[config.mk]
export PLATFORM = sky130hd
export DESIGN_NAME = shuffled_minimal_standard_rng
export DESIGN_NICKNAME = d
export VERILOG_FILES = /design/src/sv/smsrng_pkg.sv /design/src/sv/smsrng_ctrl.sv /design/src/sv/smsrng_dp.sv /design/src/sv/shuffled_minimal_standard_rng.sv
export SDC_FILE = /design/constraint.sdc
export NUM_CORES = 2
export LEC_CHECK = 0
export BUFFER_PORTS_ARGS = -buffer_cell sky130_fd_sc_hd__buf_2
export CORE_MARGIN = 3
export CORE_UTILIZATION = 60
export CTS_CLUSTER_SIZE = 12
export DETAILED_ROUTE_END_ITERATION = 16
export HOLD_SLACK_MARGIN = 0.08
export PLACE_DENSITY = 0.77
export SYNTH_ARGS = -nofsm -noshare
export SYNTH_HDL_FRONTEND = slang
export SYNTH_SLANG_ARGS = --single-unit
[constraint.sdc]
create_clock -name clk -period 7.4 [get_ports clk]
set_input_delay 0.74 -clock clk [delete_from_list [all_inputs] [get_ports clk]]
set_output_delay 0.74 -clock clk [all_outputs]
set_load 0.01 [all_outputs]
[src/sv/smsrng_pkg.sv]
// Shared constants, controller states and command/status types for the shuffled generator.
`default_nettype none

package smsrng_pkg;

    localparam int DEF_TABLE_ENTRIES = 32;
    localparam int DEF_WARMUP_STEPS  = 8;

    localparam logic [14:0] LCG_MUL       = 15'd16807;
    localparam logic [30:0] LCG_MOD       = 31'h7FFF_FFFF;
    localparam logic [30:0] CAP_THRESHOLD = 31'd2147483390;

    localparam int SEED_W = 32;
    localparam int VAL_W  = 31;
    localparam int PROD_W = 47;

    typedef enum logic [3:0] {
        ST_IDLE,
        ST_START,
        ST_FILL_MUL,
        ST_FILL_MOD,
        ST_DIV_INIT,
        ST_DIV,
        ST_DRAW_MUL,
        ST_DRAW_MOD,
        ST_READ,
        ST_WRITE
    } state_t;

    typedef struct packed {
        logic load;
        logic mul;
        logic mod;
        logic fill_we;
        logic set_last;
        logic div_init;
        logic div_step;
        logic seed_store;
        logic rd;
        logic wr;
    } cmd_t;

    typedef struct packed {
        logic reinit;
        logic out_busy;
    } status_t;

endpackage

`default_nettype wire

[src/sv/smsrng_ctrl.sv]
// Sequencing state machine for seeding, table fill, slot division and draw.
`default_nettype none

module smsrng_ctrl #(
    parameter int TABLE_ENTRIES = smsrng_pkg::DEF_TABLE_ENTRIES,
    parameter int WARMUP_STEPS  = smsrng_pkg::DEF_WARMUP_STEPS
) (
    input  wire logic                         clk,
    input  wire logic                         rst_n,
    input  wire logic                         req_valid,
    output logic                              req_stall,
    input  wire smsrng_pkg::status_t          status,
    output smsrng_pkg::cmd_t                  cmd,
    output logic [$clog2(TABLE_ENTRIES)-1:0]  fill_idx
);
    import smsrng_pkg::*;

    localparam int IDX_W = $clog2(TABLE_ENTRIES);
    localparam int STEPS = TABLE_ENTRIES + WARMUP_STEPS;
    localparam int CNT_W = $clog2(STEPS);

    state_t            state_reg, state_next;
    logic [CNT_W-1:0]  cnt_reg, cnt_next;
    logic              in_table;

    always_ff @(posedge clk or negedge rst_n)
    begin
        if (!rst_n)
        begin
            state_reg <= ST_IDLE;
            cnt_reg   <= '0;
        end
        else
        begin
            state_reg <= state_next;
            cnt_reg   <= cnt_next;
        end
    end

    // Warm-up steps run with the counter at or above the table size.
    assign in_table = ({1'b0, cnt_reg} < (CNT_W + 1)'(TABLE_ENTRIES));
    assign fill_idx = cnt_reg[IDX_W-1:0];

    always_comb
    begin
        state_next = state_reg;
        cnt_next   = cnt_reg;
        cmd        = '0;
        req_stall  = 1'b1;
        case (state_reg)
            ST_IDLE:
            begin
                req_stall = 1'b0;
                if (req_valid)
                begin
                    cmd.load   = 1'b1;
                    state_next = ST_START;
                end
            end
            ST_START:
            begin
                if (status.reinit)
                begin
                    cnt_next   = CNT_W'(STEPS - 1);
                    state_next = ST_FILL_MUL;
                end
                else
                begin
                    state_next = ST_DIV_INIT;
                end
            end
            ST_FILL_MUL:
            begin
                cmd.mul    = 1'b1;
                state_next = ST_FILL_MOD;
            end
            ST_FILL_MOD:
            begin
                cmd.mod     = 1'b1;
                cmd.fill_we = in_table;
                if (cnt_reg == '0)
                begin
                    cmd.set_last = 1'b1;
                    state_next   = ST_DIV_INIT;
                end
                else
                begin
                    cnt_next   = cnt_reg - 1'b1;
                    state_next = ST_FILL_MUL;
                end
            end
            ST_DIV_INIT:
            begin
                cmd.div_init = 1'b1;
                state_next   = ST_DIV;
            end
            ST_DIV:
            begin
                cmd.div_step = 1'b1;
                state_next   = ST_DRAW_MUL;
            end
            ST_DRAW_MUL:
            begin
                cmd.mul    = 1'b1;
                state_next = ST_DRAW_MOD;
            end
            ST_DRAW_MOD:
            begin
                cmd.mod        = 1'b1;
                cmd.seed_store = 1'b1;
                state_next     = ST_READ;
            end
            ST_READ:
            begin
                cmd.rd     = 1'b1;
                state_next = ST_WRITE;
            end
            ST_WRITE:
            begin
                // Hold until the output register can take the result.
                if (!status.out_busy)
                begin
                    cmd.wr     = 1'b1;
                    state_next = ST_IDLE;
                end
            end
            default:
            begin
                state_next = ST_IDLE;
            end
        endcase
    end

`ifndef SYNTHESIS
    a_fill_cnt_range: assert property (@(posedge clk) disable iff (!rst_n)
        (state_reg == ST_FILL_MUL || state_reg == ST_FILL_MOD)
            |-> ({1'b0, cnt_reg} < (CNT_W + 1)'(STEPS)))
        else $error("fill counter out of range");
    a_div_follows_init: assert property (@(posedge clk) disable iff (!rst_n)
        cmd.div_init |=> (state_reg == ST_DIV))
        else $error("slot quotient step did not follow the product step");
    a_wr_not_busy: assert property (@(posedge clk) disable iff (!rst_n)
        cmd.wr |-> !status.out_busy)
        else $error("result written while output register is blocked");
    a_write_to_idle: assert property (@(posedge clk) disable iff (!rst_n)
        cmd.wr |=> (state_reg == ST_IDLE))
        else $error("controller did not return to idle after write");
`endif

endmodule

`default_nettype wire

[src/sv/smsrng_dp.sv]
// Datapath: seed and output registers, modular multiplier, slot divider and shuffle memory.
`default_nettype none

module smsrng_dp #(
    parameter int TABLE_ENTRIES = smsrng_pkg::DEF_TABLE_ENTRIES
) (
    input  wire logic                                clk,
    input  wire logic                                rst_n,
    input  wire smsrng_pkg::cmd_t                    cmd,
    input  wire logic [$clog2(TABLE_ENTRIES)-1:0]    fill_idx,
    output smsrng_pkg::status_t                      status,
    input  wire logic                                action,
    input  wire logic signed [31:0]                  seed_value,
    output logic                                     rsp_valid,
    input  wire logic                                rsp_stall,
    output logic [30:0]                              random_value,
    output logic                                     capped
);
    import smsrng_pkg::*;

    localparam int IDX_W = $clog2(TABLE_ENTRIES);
    localparam logic [31:0] SLOT_DIV =
        32'((64'(LCG_MOD) - 64'd1) / 64'(TABLE_ENTRIES) + 64'd1);
    // Rounded-up reciprocal: exact quotient by SLOT_DIV for every 31-bit dividend.
    localparam int SLOT_SHIFT = VAL_W + $clog2(SLOT_DIV);
    localparam logic [31:0] SLOT_RECIP =
        32'(((64'd1 << SLOT_SHIFT) + 64'(SLOT_DIV) - 64'd1) / 64'(SLOT_DIV));
    localparam int SPROD_W = VAL_W + 32;

    logic signed [SEED_W-1:0] seed_reg;
    logic [VAL_W-1:0]         last_reg;
    logic                     reinit_reg;
    logic [SEED_W-1:0]        s_reg;
    logic [PROD_W-1:0]        prod_reg;
    logic [SPROD_W-1:0]       slot_prod_reg;
    logic [IDX_W-1:0]         q_reg;
    logic [VAL_W-1:0]         rd_reg;
    logic                     out_valid_reg;
    logic [VAL_W-1:0]         out_val_reg;
    logic                     out_cap_reg;
    logic [VAL_W-1:0]         shuffle_mem [TABLE_ENTRIES];

    logic signed [SEED_W-1:0] eff_seed;
    logic                     eff_nonpos;
    logic [SEED_W-1:0]        eff_mag;
    logic [SEED_W-1:0]        s_init;
    logic [31:0]              fold_sum;
    logic [VAL_W-1:0]         mod_res;
    logic [IDX_W-1:0]         slot;
    logic                     mem_we;
    logic [IDX_W-1:0]         mem_wa;
    logic [VAL_W-1:0]         mem_wd;

    // Seed selection: a load replaces the stored seed before the draw.
    // A reinitialization starts from the negated seed, or from 1 when it is not negative.
    assign eff_seed   = action ? seed_value : seed_reg;
    assign eff_nonpos = eff_seed[31] || (eff_seed == '0);
    assign eff_mag    = ~eff_seed + 32'd1;
    assign s_init     = eff_seed[31] ? eff_mag
                      : ((eff_nonpos || (last_reg == '0)) ? 32'd1 : eff_seed);

    // Reduce mod 2^31-1 by folding the high part onto the low part.
    assign fold_sum = 32'(prod_reg[30:0]) + 32'(prod_reg[PROD_W-1:31]);
    assign mod_res  = (fold_sum >= 32'(LCG_MOD)) ? 31'(fold_sum - 32'(LCG_MOD))
                                                 : fold_sum[30:0];

    assign slot   = ({1'b0, q_reg} > (IDX_W + 1)'(TABLE_ENTRIES - 1))
                  ? IDX_W'(TABLE_ENTRIES - 1) : q_reg;

    assign mem_we = cmd.fill_we || cmd.wr;
    assign mem_wa = cmd.fill_we ? fill_idx : slot;
    assign mem_wd = cmd.fill_we ? mod_res : s_reg[VAL_W-1:0];

    always_ff @(posedge clk or negedge rst_n)
    begin
        if (!rst_n)
        begin
            seed_reg      <= '0;
            last_reg      <= '0;
            reinit_reg    <= 1'b0;
            out_valid_reg <= 1'b0;
        end
        else
        begin
            if (cmd.load)
            begin
                seed_reg   <= eff_seed;
                reinit_reg <= eff_nonpos || (last_reg == '0);
            end
            else if (cmd.seed_store)
            begin
                seed_reg <= {1'b0, mod_res};
            end
            if (cmd.set_last)
            begin
                last_reg <= mod_res;
            end
            else if (cmd.wr)
            begin
                last_reg <= rd_reg;
            end
            if (cmd.wr)
            begin
                out_valid_reg <= 1'b1;
            end
            else if (!rsp_stall)
            begin
                out_valid_reg <= 1'b0;
            end
        end
    end

    always_ff @(posedge clk)
    begin
        if (cmd.load)
        begin
            s_reg <= s_init;
        end
        else if (cmd.mod)
        begin
            s_reg <= {1'b0, mod_res};
        end
        if (cmd.mul)
        begin
            prod_reg <= PROD_W'(s_reg) * PROD_W'(LCG_MUL);
        end
        if (cmd.div_init)
        begin
            slot_prod_reg <= SPROD_W'(last_reg) * SPROD_W'(SLOT_RECIP);
        end
        if (cmd.div_step)
        begin
            q_reg <= IDX_W'(slot_prod_reg >> SLOT_SHIFT);
        end
        if (cmd.wr)
        begin
            out_val_reg <= rd_reg;
            out_cap_reg <= (rd_reg >= CAP_THRESHOLD);
        end
    end

    always_ff @(posedge clk)
    begin
        if (mem_we)
        begin
            shuffle_mem[mem_wa] <= mem_wd;
        end
        if (cmd.rd)
        begin
            rd_reg <= shuffle_mem[slot];
        end
    end

    assign status.reinit   = reinit_reg;
    assign status.out_busy = out_valid_reg && rsp_stall;
    assign rsp_valid       = out_valid_reg;
    assign random_value    = out_val_reg;
    assign capped          = out_cap_reg;

`ifndef SYNTHESIS
    a_port_exclusive: assert property (@(posedge clk) disable iff (!rst_n)
        !(cmd.fill_we && cmd.wr))
        else $error("fill and draw write collide on the shuffle memory");
    a_mod_in_range: assert property (@(posedge clk) disable iff (!rst_n)
        cmd.mod |=> (s_reg < 32'(LCG_MOD)))
        else $error("generator value not reduced below the modulus");
    a_slot_range: assert property (@(posedge clk) disable iff (!rst_n)
        cmd.rd |-> ({1'b0, q_reg} < (IDX_W + 1)'(TABLE_ENTRIES)))
        else $error("slot quotient beyond table");
    a_fill_feeds_last: assert property (@(posedge clk) disable iff (!rst_n)
        cmd.set_last |-> (cmd.fill_we && fill_idx == '0))
        else $error("last output not taken from entry zero");
`endif

endmodule

`default_nettype wire

[src/sv/shuffled_minimal_standard_rng.sv]
// Top level of the shuffled minimal-standard generator (Lehmer 16807 mod 2^31-1, shuffle table).
// Draw: without reinitialization a request steps through start, divide, draw, read and write
// before rsp_valid rises, for any TABLE_ENTRIES. The next request is taken only once the
// controller is back in idle, so requests are not overlapped; a reinitialization adds the
// warm-up and fill steps, and a stalled result holds the write.
// Reset (rst_n, async, low) clears seed and last output, so the first request refills the table.
`default_nettype none

module shuffled_minimal_standard_rng #(
    parameter int TABLE_ENTRIES = smsrng_pkg::DEF_TABLE_ENTRIES,
    parameter int WARMUP_STEPS  = smsrng_pkg::DEF_WARMUP_STEPS
) (
    input  wire logic               clk,
    input  wire logic               rst_n,
    // request channel
    input  wire logic               req_valid,
    output logic                    req_stall,
    input  wire logic               action,
    input  wire logic signed [31:0] seed_value,
    // result channel
    output logic                    rsp_valid,
    input  wire logic               rsp_stall,
    output logic [30:0]             random_value,
    output logic                    capped
);
    import smsrng_pkg::*;

    localparam int IDX_W = $clog2(TABLE_ENTRIES);

    // Command and status bundles between the sequencer and the datapath.
    cmd_t             cmd;
    status_t          status;
    logic [IDX_W-1:0] fill_idx;

    // The sequencer walks each request through:
    //   start    - decide on reinitialization (seed zero/negative, or table never filled)
    //   fill     - warm-up steps, then fill the table from the top entry down to entry 0
    //   divide   - multiply the last output by the slot reciprocal, then take the quotient
    //   draw     - advance the generator once and store the new seed
    //   read     - fetch the old slot content
    //   write    - put the new value in the slot and move the old one to the output register
    // The output register decouples the two channels: a result may wait for its transfer
    // while the next request is already being worked on.
    smsrng_ctrl #(
        .TABLE_ENTRIES (TABLE_ENTRIES),
        .WARMUP_STEPS  (WARMUP_STEPS)
    ) u_ctrl (
        .clk       (clk),
        .rst_n     (rst_n),
        .req_valid (req_valid),
        .req_stall (req_stall),
        .status    (status),
        .cmd       (cmd),
        .fill_idx  (fill_idx)
    );

    // Datapath holds the seed, last output, the shuffle memory, the multiply and
    // fold-based reduction mod 2^31-1, the reciprocal slot division and the output register.
    smsrng_dp #(
        .TABLE_ENTRIES (TABLE_ENTRIES)
    ) u_dp (
        .clk          (clk),
        .rst_n        (rst_n),
        .cmd          (cmd),
        .fill_idx     (fill_idx),
        .status       (status),
        .action       (action),
        .seed_value   (seed_value),
        .rsp_valid    (rsp_valid),
        .rsp_stall    (rsp_stall),
        .random_value (random_value),
        .capped       (capped)
    );

endmodule

`default_nettype wire
# [Word level (Yosys, flattened, before mapping)]
# Memory sizes are Yosys's and may differ from the RTL's. A register that Yosys moved wholly into a read port is not among the register bits.
# Cells that the tools add are included.
[word_totals] output_inout_bits=34 in_bits=37 word_cells=89 mem_count=1 ff_bits=222 ramBits=992
[op_classes] eq_ne=14 n_mux=37 n_addsub=4 order_cmp=3 n_mul=1 n_bitwise=1 n_reduce_logical=16
[mem_list] memory="u_dp.shuffle_mem" depth=32 word_bits=31 rd=1 rd_clocked_by_memory_dff=1 wr=1 line_no="smsrng_dp.sv:41" source="logic [VAL_W-1:0] shuffle_mem [TABLE_ENTRIES];"
[ops] cell="$mux 32" n=6
[ops] cell="$mux 31" n=5
[ops] cell="$mul 32x15->47 const B" n=1
[ops] cell="$pmux 4 s10" n=1
[ops] cell="$add 31x16->32" n=1
[ops] cell="$add 32x1->32 const B" n=1
[ops] cell="$ge 32x31->1 const B" n=1
[ops] cell="$logic_not 32->1" n=1
[ops] cell="$not 32->32" n=1
[ops] cell="$ge 31x31->1 const B" n=1
[ops] cell="$logic_not 31->1" n=1
[ops] cell="$sub 31x31->31 const B" n=1
[ops] cell="$eq 4x3->1 const B" n=4
[ops] cell="$mux 1" n=16
[ops] cell="$mux 6" n=2
[ops] cell="$pmux 6 s2" n=1
[ops] cell="$eq 4x2->1 const B" n=2
[ops] cell="$eq 4x4->1 const B" n=2
[ops] cell="$mux 4" n=2
[ops] cell="$reduce_bool 2->1" n=4
[ops] cell="$logic_not 6->1" n=1
[ops] cell="$lt 6x6->1 const B" n=1
[ops] cell="$mux 3" n=2
[ops] cell="$ne 2x2->1 const B" n=3
[ops] cell="11 further kinds" n=15

# [Logic depth before layout (Yosys ltp)]
[logic_depth] word_depth=7 depth_mapped=25 mapped_depth_nobuf=25

# [Cells and area by module]
# A second synthesis with hierarchy kept.
[unflattened] hier_cells=3603 area_unflattened_um2=58095.7
[modules_own_cells] module="smsrng_dp" n_inst=1 seq_area_each_um2=35979.5 area_each_um2=57372.5 cells_per_inst=3513
[modules_own_cells] module="smsrng_ctrl" n_inst=1 seq_area_each_um2=250.2 area_each_um2=723.2 cells_per_inst=90

# [Worst setup path after synthesis]
# No wires, ideal clock.
[synth_timing] kind="reg2reg" start="register u_dp.s_reg[8]" end="register u_dp.prod_reg[45] (data pin)" slack_ps=889 n_path_buf=0 required_ps=7142 path_stages_with_launch=25 arrival_time_ps=6253 period_less_slack_ps=6511 setup_time_ps=258 cell_sequence="edfxtp_1 -> inv_1 -> fa_1 -> inv_1 -> ha_1 -> inv_1 -> fa_1 -> inv_1 -> ha_1 -> fa_1 -> inv_1 -> fa_1 -> inv_1 -> ha_1 -> a211o_1 -> a221oi_2 -> o21ai_1 -> a311oi_2 -> o21ai_1 -> o41a_1 -> a31o_2 -> a2111oi_0 -> or3_1 -> o22ai_1 -> xnor2_1"
[synth_via] elab_chain_cells=1
[synth_lines] element="from (decl)" line_no="smsrng_dp.sv:33" source="logic [SEED_W-1:0] s_reg;"
[synth_lines] element="from (signal assigned)" line_no="smsrng_dp.sv:117" source="s_reg <= s_init;"
[synth_lines] element="from (signal assigned)" line_no="smsrng_dp.sv:121" source="s_reg <= {1'b0, mod_res};"
[synth_lines] element="$mul 32x15->47" line_no="smsrng_dp.sv:125" source="prod_reg <= PROD_W'(s_reg) * PROD_W'(LCG_MUL);"
[synth_lines] element="to (signal assigned)" line_no="smsrng_dp.sv:125"
[synth_lines] element="to (decl)" line_no="smsrng_dp.sv:34" source="logic [PROD_W-1:0] prod_reg;"
# Every way passes these cells.
# A chain may end at the register's enable or synchronous reset.

# [Final worst setup path]
[layout_timing] start="register u_dp.s_reg[13]" end="register u_dp.prod_reg[44] (data pin)"
# Same word-level chain as after synthesis.

==> metrics.md <==
| Metric | Value |
|---|---|
| Crit Path Class | `flip-flop to flip-flop` |
| Asr flop ratio synth | `between 6 and 7%` |
| Cell Area, Synth | `between 0.05 and 0.06 sq mm` |
| Critical Path RT | `around 7.8 ns` |
| Final period util | `93.9%` |
| Min-Delay Endpoint | `u_dp.seed_reg[29]` |
| Core Region | `around 0.094 sq mm` |
| Share of layout cells above drive strength 1 | `about 21%` |
| GPL Wtd Cong | `a little over 0.9` |
| Die Y-Extent | `around 320 um` |
| Largest net degree at the start of global routing | `116` |
| Synthesized Nets | `approximately 3900` |
| Iter 0 DRT Violations | `4446` |
| Final setup fails | `0` |
| H-tree levels | `3` |
| Number of synthesized register bits | `~1200` |
| Post-synth EDFFs | `~1100` |
| Crit end category | `flip-flop` |
| Avg Cell Area, Syn | `roughly 17 sq um` |
| Nets | `about 4000` |
| Initial antenna violation count | `12` |
| Initial Util | `between 60% and 70%` |
| M2 GR Usage | `51.8%` |
| Final WL | `between 150000 and 200000 um` |
| Row cnt | `~110` |
| CTS tree | `built` |
| Synth top area cells | `edfxtp_1 (60%), mux4_2 (12%), fa_1 (4.9%), ha_1 (4.6%), dfrtp_1 (3.3%)` |
| Top_reg_cell synth | `edfxtp_1` |
| Critical path origin | `u_dp.s_reg[13]` |
| Top cell type's share of synthesized area | `59.9%` |
| Max reg flops | `992` |
| Clk buf depth | `3` |
| Most frequent cells in the layout | `edfxtp_1 (1144), inv_1 (322), mux4_2 (310)` |
| Detailed Routing Iterations Pass 1 | `5` |
| ANT nets after route | `0` |
| Arrival time worst endpoint | `between 7 and 8 ns` |
| Routed vias | `approximately 33000` |
| Most common cell after layout, fill and taps aside | `edfxtp_1` |
| Critical Path Fanout Max | `6` |
| Fmax achieved | `0.144 GHz` |
| Fin Clk Skew | `roughly 0.089 ns` |
| Vias in the first global route | `roughly 33000` |
| Max Cap Viol | `0` |
| WHS | `0.404 ns` |
| Cells after Synth | `3466` |
| Clock sinks | `approximately 1200` |
| Relative max-transition margin | `under 10%` |
| GRT Total Usage | `32.4%` |
| CP peak stage delay | `0.55 ns` |
| HP Start | `seed_value[29]` |
| Port-buffer cells | `70` |
| RSZ-0062 raised after global routing | `false` |
| Slew @ Worst Pin | `around 1.4 ns` |
| FF-to-FF path depth | `25` |
| Worst skew pair latency | `roughly 0.74 ns` |
| Cell mode on critical path | `inv_1` |
| Met1 Resource Use GR | `between 40 and 50%` |
| Die ar. | `a little under 0.1 sq mm` |
| Final Max Tran Viols | `0` |
| Grt total ovfl | `0` |
| Placed cells | `around 4700` |
| Setup TNS | `0 ns` |
| Root buf cell | `clkbuf_16` |
| Die extent in x | `between 300 and 400 um` |
| First-pass GRT wire length | `230000 um` |
| Area growth, synth to finish | `10.3%` |
| DP HPWL | `around 90000 um` |
| Minimum clock period | `6.95 ns` |
| Num CTS Buffers | `around 120` |
| Avg WL per Cell | `31.9 um` |
| Syn. warnings | `0` |
| Non-Filler Instances | `4935` |
| GR Util met3 | `under 10%` |
| DRC Markers | `0` |
| Final hold violations | `0` |
| Area leader, netlist | `edfxtp_1` |
| Via/cell ratio | `~6.8` |
| CP Launch Type | `flip-flop` |
| Gr busiest metal | `met2` |
| Worst path bufs/invs | `6` |
| Crit path max-delay cell type | `fa_1` |
| Hold/Removal Path Class | `primary input to flip-flop` |
| Seq/Total Area, Yosys | `63.2%` |
| R2r startpoint | `u_dp.s_reg[13]` |
| Setup bufs post-CTS | `0` |
| WHS Path Cells | `3` |
| Status | `complete, no violations` |
| Worst r2r dst | `u_dp.prod_reg[44]` |
| Unique masters post-synth | `86` |
| Layout Utilization | `around two thirds` |
| Clk pin slew, worst setup/hold paths | `0.06 ns` |
| Crit-path leading delay family | `adder cells` |
| IO Count | `~70` |
| FF-to-FF setup slack | `between 0.4 and 0.5 ns` |
stage by stage:
step | setup WS, ns | area, sq um
CTS | 0.519 | 63200
floorplan | 0.889 | 57300
finish | 0.454 | 63200
detailed placement | 0.516 | 59800
global route | 0.0934 | 63200
global placement | 0.619 | 59800
worst max-delay path by stage:
stage	end	slack (ns)	cells after the start
final	u_dp.prod_reg[44]	0.45	25
after global routing	u_dp.prod_reg[43]	0.09	25
after CTS	u_dp.prod_reg[44]	0.52	25
after detailed placement	u_dp.prod_reg[44]	0.52	25
after global placement	u_dp.prod_reg[45]	0.62	24
after floorplan	u_dp.prod_reg[45]	0.89	24
metal layers:
| metal | wire length (um) | vias to the layer above |
|---|---|---|
| met2 | 76300 | 2365 |
| met3 | 16500 | 480 |
| met4 | 8070 | 6 |
| li1 | - | 13585 |
| met1 | 56600 | 16889 |
| met5 | 57 | - |
synthesized netlist by cell type, types with 24 or more instances:
cell type  number
o21ai_0       121
xnor2_1        59
nand2_1       164
a21oi_1       119
nor2_1        122
xor2_1         38
inv_1         322
mux2i_1        32
edfxtp_1     1144
nand3_1        37
dfrtp_1        75
ha_1          211
and3_1         28
a22oi_1        24
clkbuf_1      102
fa_1          139
a21o_1         25
mux4_2        310
mux2_2         39
nor3_1         46
buf_1          25
nand4_1        24
cells by family after synthesis:
group                      share of synthesized area (%)
buffers and inverters                               3.08
muxes                                               13.5
AOI/OAI and AO/OA                                   4.93
DFF                                                 63.2
xor gates and xnor gates                            1.48
adders and majority gates                           9.46
and+or+nand+nor                                     4.32
area by class of cell:
type,count,area [sq um]
Sequential cell,1219,36200
Fill cell,6030,30800
Multi-Input combinational cell,1784,19700
Clock buffer,167,3190
Tap cell,1254,1570
Inverter,323,1210
Timing Repair Buffer,165,1080
Clock inverter,17,223
Antenna cell,6,15.0
tightest hold or removal path: stages:
cell and delay, ns:
buf_2 0.15, a22oi_1 0.10, o21ai_0 0.08
what timing repair did:
item,CTS,global route
endpoints found under the hold margin,5,0
gates resized for setup,0,0
hold buffers,1,0
endpoints found under the setup margin,0,0
Power is left out: the tool's default activity adds up to more than one toggle a clock period on the data nets, which glitch-free logic cannot reach.
